--- config.mk ---
export PLATFORM = sky130hd
export DESIGN_NAME = double_ended_queue
export DESIGN_NICKNAME = d
export VERILOG_FILES = /design/src/rtl/dq_pkg.sv /design/src/rtl/dq_ram.sv /design/src/rtl/double_ended_queue.sv
export SDC_FILE = /design/constraint.sdc
export NUM_CORES = 1
export LEC_CHECK = 0
export BUFFER_PORTS_ARGS = -buffer_cell sky130_fd_sc_hd__buf_2
export CAP_MARGIN = 20
export CORE_UTILIZATION = 45
export DETAILED_ROUTE_END_ITERATION = 12
export PLACE_DENSITY = 0.57
export SETUP_SLACK_MARGIN = 0.02
export SYNTH_ARGS = -nofsm -noshare
export SYNTH_HDL_FRONTEND = slang
export SYNTH_SLANG_ARGS = --single-unit
--- constraint.sdc ---
create_clock -name clk -period 5.6 [get_ports clk]
set_clock_uncertainty 0.2 [all_clocks]
set_input_delay 0.56 -clock clk [delete_from_list [all_inputs] [get_ports clk]]
set_output_delay 0.56 -clock clk [all_outputs]
set_load 0.01 [all_outputs]
--- src/rtl/dq_pkg.sv ---
// ---------------------------------------------------------------------------
// dq_pkg
// Shared types, codes and ring-index helpers for the double-ended queue.
// ---------------------------------------------------------------------------
package dq_pkg;

    localparam int DEPTH = 16;                    // queue capacity, 2..64
    localparam int IDX_W = $clog2(DEPTH);         // ring index width
    localparam int CNT_W = $clog2(DEPTH + 1);     // element count width

    localparam logic [IDX_W:0] DEPTH_IDX = (IDX_W + 1)'(DEPTH);
    localparam logic [CNT_W-1:0] DEPTH_CNT = CNT_W'(DEPTH);
    localparam logic [IDX_W-1:0] DEPTH_M1 = IDX_W'(DEPTH - 1);

    // operation codes
    localparam logic [2:0] OP_PUSH_FRONT = 3'd0;
    localparam logic [2:0] OP_PUSH_BACK  = 3'd1;
    localparam logic [2:0] OP_POP_FRONT  = 3'd2;
    localparam logic [2:0] OP_POP_BACK   = 3'd3;
    localparam logic [2:0] OP_DUMP       = 3'd4;

    // status codes
    localparam logic [1:0] ST_OK    = 2'd0;
    localparam logic [1:0] ST_EMPTY = 2'd1;
    localparam logic [1:0] ST_FULL  = 2'd2;

    typedef struct packed {
        logic [2:0]         op;
        logic signed [31:0] value;
    } req_t;

    typedef struct packed {
        logic signed [31:0] data;
        logic [1:0]         status;
        logic               last;
    } rsp_t;

    typedef struct packed {
        logic             wr_en;
        logic [IDX_W-1:0] wr_addr;
        logic             rd_en;
        logic [IDX_W-1:0] rd_addr;
    } mem_cmd_t;

    typedef enum logic [1:0] {
        S_IDLE,
        S_POP,
        S_DUMP
    } state_t;

    // (a + b) mod DEPTH, both operands below DEPTH
    function automatic logic [IDX_W-1:0] ring_add(input logic [IDX_W-1:0] a,
                                                  input logic [IDX_W-1:0] b);
        logic [IDX_W:0] sum;
        sum = {1'b0, a} + {1'b0, b};
        if (sum >= DEPTH_IDX)
            sum = sum - DEPTH_IDX;
        return sum[IDX_W-1:0];
    endfunction

endpackage

--- src/rtl/dq_ram.sv ---
// ---------------------------------------------------------------------------
// dq_ram
// Element store: one write port, one read port, registered read data.
// ---------------------------------------------------------------------------
module dq_ram
    import dq_pkg::*;
(
    input  logic               clk,
    input  mem_cmd_t           cmd,
    input  logic signed [31:0] wr_data,
    output logic signed [31:0] rd_data
);

    logic signed [31:0] mem [DEPTH];
    logic signed [31:0] rd_data_reg;

    always_ff @(posedge clk)
    begin
        if (cmd.wr_en)
            mem[cmd.wr_addr] <= wr_data;
    end

    // read data holds until the next read
    always_ff @(posedge clk)
    begin
        if (cmd.rd_en)
            rd_data_reg <= mem[cmd.rd_addr];
    end

    assign rd_data = rd_data_reg;

endmodule

--- src/rtl/double_ended_queue.sv ---
// ---------------------------------------------------------------------------
// double_ended_queue
// Bounded deque of signed 32-bit values kept in a ring memory.
// ---------------------------------------------------------------------------
// Usage:
//   req channel (req_valid / req_stall / req) carries one operation per
//   transaction: push front, push back, pop front, pop back or dump.
//   rsp channel (rsp_valid / rsp_stall / rsp) returns the results from a
//   registered output stage; every operation ends with a result with last set.
// Timing:
//   push, rejected ops and unknown codes: result loaded into the output register on accept.
//   pop: through the synchronous memory read register, then the output register.
//   dump of N elements: N results, each through the memory read register
//   and output register, one per cycle unless stalled (single read port).
//   One operation is in flight at a time; the next request is taken once
//   the final result of the previous one sits in the output register and
//   that register is empty or being drained, so unstalled back-to-back
//   pushes run at one per cycle, while a pop holds off the next request until its read data is loaded.
// Reset: queue empty, front index zero; memory contents are not cleared,
//   only held positions are ever read.
// Stall: a stalled result holds in the output register; the dump stream
//   pauses with the pending element parked in the memory read register.
// ---------------------------------------------------------------------------
module double_ended_queue
    import dq_pkg::*;
(
    input  logic clk,
    input  logic rst_n,
    input  logic req_valid,
    output logic req_stall,
    input  req_t req,
    output logic rsp_valid,
    input  logic rsp_stall,
    output rsp_t rsp
);

    state_t             state_reg, state_next;
    logic [IDX_W-1:0]   front_reg, front_next;
    logic [CNT_W-1:0]   count_reg, count_next;
    logic [IDX_W-1:0]   dump_idx_reg, dump_idx_next;
    logic               rsp_valid_reg, rsp_valid_next;
    rsp_t               rsp_reg, rsp_next;

    mem_cmd_t           mem_cmd;
    logic signed [31:0] rd_data;

    logic               slot_free;
    logic               accept;
    logic               load;
    logic               is_full;
    logic               is_empty;
    logic [CNT_W-1:0]   count_m1;
    logic [IDX_W-1:0]   count_idx;
    logic [IDX_W-1:0]   count_m1_idx;
    logic               dump_last;

    dq_ram u_ram (
        .clk     (clk),
        .cmd     (mem_cmd),
        .wr_data (req.value),
        .rd_data (rd_data)
    );

    // output slot is free when empty or being taken this edge
    assign slot_free = !rsp_valid_reg || !rsp_stall;
    assign req_stall = !((state_reg == S_IDLE) && slot_free);
    assign accept    = req_valid && !req_stall;

    assign is_full      = (count_reg == DEPTH_CNT);
    assign is_empty     = (count_reg == '0);
    // count_idx only used when not full, count_m1_idx only when not empty
    assign count_m1     = count_reg - 1'b1;
    assign count_idx    = count_reg[IDX_W-1:0];
    assign count_m1_idx = count_m1[IDX_W-1:0];
    assign dump_last    = ((CNT_W'(dump_idx_reg) + 1'b1) == count_reg);

    always_comb
    begin
        state_next    = state_reg;
        front_next    = front_reg;
        count_next    = count_reg;
        dump_idx_next = dump_idx_reg;
        load          = 1'b0;
        rsp_next      = rsp_reg;
        mem_cmd       = '0;

        unique case (state_reg)
            S_IDLE:
            begin
                if (accept)
                begin
                    load        = 1'b1;
                    rsp_next    = '{data: '0, status: ST_OK, last: 1'b1};
                    unique case (req.op)
                        OP_PUSH_FRONT:
                        begin
                            if (is_full)
                                rsp_next.status = ST_FULL;
                            else
                            begin
                                front_next      = ring_add(front_reg, DEPTH_M1);
                                count_next      = count_reg + 1'b1;
                                mem_cmd.wr_en   = 1'b1;
                                mem_cmd.wr_addr = ring_add(front_reg, DEPTH_M1);
                            end
                        end
                        OP_PUSH_BACK:
                        begin
                            if (is_full)
                                rsp_next.status = ST_FULL;
                            else
                            begin
                                count_next      = count_reg + 1'b1;
                                mem_cmd.wr_en   = 1'b1;
                                mem_cmd.wr_addr = ring_add(front_reg, count_idx);
                            end
                        end
                        OP_POP_FRONT, OP_POP_BACK:
                        begin
                            if (is_empty)
                                rsp_next.status = ST_EMPTY;
                            else
                            begin
                                // result comes from the memory next cycle
                                load            = 1'b0;
                                state_next      = S_POP;
                                mem_cmd.rd_en   = 1'b1;
                                count_next      = count_m1;
                                if (req.op == OP_POP_FRONT)
                                begin
                                    mem_cmd.rd_addr = front_reg;
                                    front_next      = ring_add(front_reg, IDX_W'(1));
                                end
                                else
                                    mem_cmd.rd_addr = ring_add(front_reg, count_m1_idx);
                                // popping the only element empties both ends
                                if (count_reg == CNT_W'(1))
                                    front_next = '0;
                            end
                        end
                        OP_DUMP:
                        begin
                            if (is_empty)
                                rsp_next.status = ST_EMPTY;
                            else
                            begin
                                load            = 1'b0;
                                state_next      = S_DUMP;
                                dump_idx_next   = '0;
                                mem_cmd.rd_en   = 1'b1;
                                mem_cmd.rd_addr = front_reg;
                            end
                        end
                        default:
                        begin
                            // unknown code: plain ok result
                        end
                    endcase
                end
            end
            S_POP:
            begin
                if (slot_free)
                begin
                    load       = 1'b1;
                    rsp_next   = '{data: rd_data, status: ST_OK, last: 1'b1};
                    state_next = S_IDLE;
                end
            end
            S_DUMP:
            begin
                if (slot_free)
                begin
                    load     = 1'b1;
                    rsp_next = '{data: rd_data, status: ST_OK, last: dump_last};
                    if (dump_last)
                        state_next = S_IDLE;
                    else
                    begin
                        dump_idx_next   = dump_idx_reg + 1'b1;
                        mem_cmd.rd_en   = 1'b1;
                        mem_cmd.rd_addr = ring_add(front_reg, dump_idx_reg + 1'b1);
                    end
                end
            end
            default:
            begin
                state_next = S_IDLE;
            end
        endcase
    end

    always_comb
    begin
        if (load)
            rsp_valid_next = 1'b1;
        else if (rsp_valid_reg && !rsp_stall)
            rsp_valid_next = 1'b0;
        else
            rsp_valid_next = rsp_valid_reg;
    end

    always_ff @(posedge clk or negedge rst_n)
    begin
        if (!rst_n)
        begin
            state_reg     <= S_IDLE;
            front_reg     <= '0;
            count_reg     <= '0;
            dump_idx_reg  <= '0;
            rsp_valid_reg <= 1'b0;
        end
        else
        begin
            state_reg     <= state_next;
            front_reg     <= front_next;
            count_reg     <= count_next;
            dump_idx_reg  <= dump_idx_next;
            rsp_valid_reg <= rsp_valid_next;
        end
    end

    // result payload, no reset needed
    always_ff @(posedge clk)
    begin
        if (load)
            rsp_reg <= rsp_next;
    end

    assign rsp_valid = rsp_valid_reg;
    assign rsp       = rsp_reg;

    // ---------------------------------------------------------------------
    // assertions
    // ---------------------------------------------------------------------
    a_count_bound: assert property (@(posedge clk) disable iff (!rst_n)
        count_reg <= DEPTH_CNT)
        else $error("element count above capacity");

    a_empty_front: assert property (@(posedge clk) disable iff (!rst_n)
        (count_reg == '0) |-> (front_reg == '0))
        else $error("empty queue with nonzero front index");

    a_error_result: assert property (@(posedge clk) disable iff (!rst_n)
        (rsp_valid && (rsp.status != ST_OK)) |-> (rsp.last && (rsp.data == '0)))
        else $error("error result must be a single zero result");

    a_accept_progress: assert property (@(posedge clk) disable iff (!rst_n)
        accept |=> ((state_reg != S_IDLE) || rsp_valid))
        else $error("accepted transaction produced no work");

endmodule
==> flow_summary.toml <==
[status]
status = "finished with violations"
violations = "design-rule violations"

[place]
dpl_worst_slack_ns = 1.083
globalplace.congestion = 0.8137
port-buffer-count = 75
detailed_place_hpwl_um = 33900
placed_area_mm2 = 0.02555
placed_cells = 2496

[final_layout]
layout-drive-gt1-share_pct = 13.26
largest_reg_flops = 512
final_cells = 2612
regArea_mm2 = 0.01779
fin_nets = 1934
multiInputGateArea_mm2 = 0.005896
stdcell_area_mm2 = 0.02746
fillers = 4460
area_delta_synth_final_pct = 13.86

[logic_synthesis]
syn_area_mm2 = 0.02412
synthCells = 1783
syn_nets = 1845
synth_edf_count = 579
yosysSeqAreaShare_pct = 73.74
async_reset_ff_share_pct = 2.689
yosysWarnings = 0
synth_cell_types = 68
synth_flop_cell = "edfxtp_1"
avgSynthCellArea_um2 = 13.53
synth-seq-cells = 595

[sta]
layout_worst_path_cycle_share_pct = 81.13
holdWs_ns = 0.1124
max_freq_ghz = 0.2201
tns_ns = 0
slew_headroom_pct = 19.61
worst_slew_pin_slew_ns = 1.175
final_max_slew_viol_count = 0
hold_viol = 0
rsz0062_at_grt = "false"
fin_ws_ns = 1.057
finalSetupViolCount = 0
min_period_ns = 4.543

[global_route]
grt_use_met1_pct = 31.67
grtUsageMet2_pct = 34.77
grt_max_degree = 65
grt_pass1_vias = 14260
grt_busiest_layer = "met2"
antenna_found_initial = 1
overflow = 0
grt_pass1_wl_um = 89040
grtUsageTotal_pct = 22.01
met3_usage_pct = 2.734

[floorplanning]
initial_core_util_pct = 45.72
die_w_um = 233.5
num_io_pins = 76
die_area_mm2 = 0.05453
core-area_mm2 = 0.05276
rows = 84
die_h_um = 233.5

[clocking]
clock_latency_ns = 0.63
cts_tree = "done"
clock_tree.buffer_depth = 3
h-tree-depth = 2
postCtsSetupBuffers = 0
clk_pin_slew_ns = 0.06
cts_buffers = 60
cts_root_buffer = "clkbuf_16"
clkSinkCount = 595

[setup_path]
r2r_start = "state_reg[0]"
crit_type = "reg -> reg"
crit_fanout = 20
crit_arrival_ns = 4.63
cp.required_ns = 5.68
cp-startpoint = "state_reg[0]"
crit_path_end_kind = "flip-flop"
start_kind = "flip-flop"

[routing]
drcViolationCount = 10
ant_nets = 0
drt_pass1_iterations = 9
wire_per_inst_um = 22.41
totalWireLength_um = 58530
num_vias = 14570
vias_per_cell = 5.579
drt_iter0_drc = 1325

[power_and_ir_drop]
p_leak_nw = 9.541
powerDensity_mw_per_mm2 = 426.8
peakVddDrop_uv = 252.7

[job]
maxCapViolCount = 0

[worst_hold_path]
hp-start = "req[18]"
hp-class = "in -> reg"
-- routing by layer --
metal | up-vias | wire length (um) | part of all wire, %
met1 | 7328 | 26530 | 45
met5 | - | 0 | 0
met2 | 402 | 27580 | 47
met3 | 86 | 2973 | 5.1
li1 | 6757 | - | -
met4 | 0 | 1445 | 2.5
-- cells by family after synthesis --
group | Yosys count | share of synthesized area [%]
simple gates | 835 | 15.51
flops | 595 | 73.74
compound gates | 149 | 4.482
buf+inv | 122 | 2.511
mux | 38 | 1.587
fa+ha+maj | 23 | 1.286
xor+xnor | 21 | 0.8818
-- cell usage after synthesis, types with 5 or more instances --
library cell  count  area (um^2)
nor2b_1           5        31.28
ha_1             20        250.2
nand4_1          65        406.6
o21ai_1          32        160.2
nand3_1         194        970.9
inv_1            20        75.07
a32oi_1          33        289.0
buf_6            12        135.1
mux2i_1          36        360.4
clkbuf_1         51        191.4
a21oi_1          19        95.09
nor3_1            7        35.03
dfrtp_1          16        400.4
buf_2            13        65.06
buf_1            20        75.07
nand2_1         470         1764
nor2_1           35        131.4
edfxtp_1        579        17390
o21ai_0          17        85.08
and2_1           37        231.5
xnor2_1          11        96.34
xor2_1            8        70.07
-- through the flow --
step	power [mW]	utilization, %
3_5_place_dp	7.990	48.42
5_1_grt	12.25	52.05
2_1_floorplan	7.112	-
3_3_place_gp	7.962	48.42
6_report	11.72	52.05
4_1_cts	11.82	52.01
-- worst max-delay path, cell delays in order, from the launching register on --
cell and delay (ns):
dfrtp_1 0.41, inv_1 0.10, ha_1 0.29, a21boi_1 0.41, nand4_1 0.31, a2111oi_0 0.99, nand2_1 0.51, nor2_4 0.54
buf_4 0.42
-- layout make-up --
class,instances,share of cell area (%)
multi-input combinational,1066,21.47
sequential,595,64.77
antenna,1,0.009112
clock inverter,36,0.9659
timing repair buffer,129,3.490
inverter,20,0.2734
tap,688,3.135
clock buffer,77,5.891
-- final timing paths --
check	cells after the start	slack, ns	end
max in group asynchronous	2	4.71	count_reg[2]
min in group asynchronous	2	0.20	front_reg[0]
min	1	0.11	u_ram.mem[2][18]
max	8	1.06	u_ram.mem[13][23]
min reg2reg	1	0.32	rsp[16]
max reg2reg	8	1.06	u_ram.mem[13][23]
-- layout by cell type (no fill, tap or decap), drive strengths merged, types with 35 or more instances in the layout --
cell,netlist,layout
nand4,65,65
mux2i,36,36
nand3,194,194
and2,38,38
nand2,470,470
buf,48,128
clkbuf,54,77
nor2,35,35
o21ai,49,49
edfxtp,579,579
-- power breakdown --
| part | internal (mW) | switching [mW] |
|---|---|---|
| combinational | 0.855 | 1.59 |
| clock | 2.17 | 1.67 |
| sequential | 5.25 | 0.186 |
-- repair_timing --
action | 4_1_cts | 5_1_grt
resized for setup | 0 | 0
hold buffers | 1 | 0
hold endpoints to repair | 16 | 0
(Power assumes the default switching activity.)
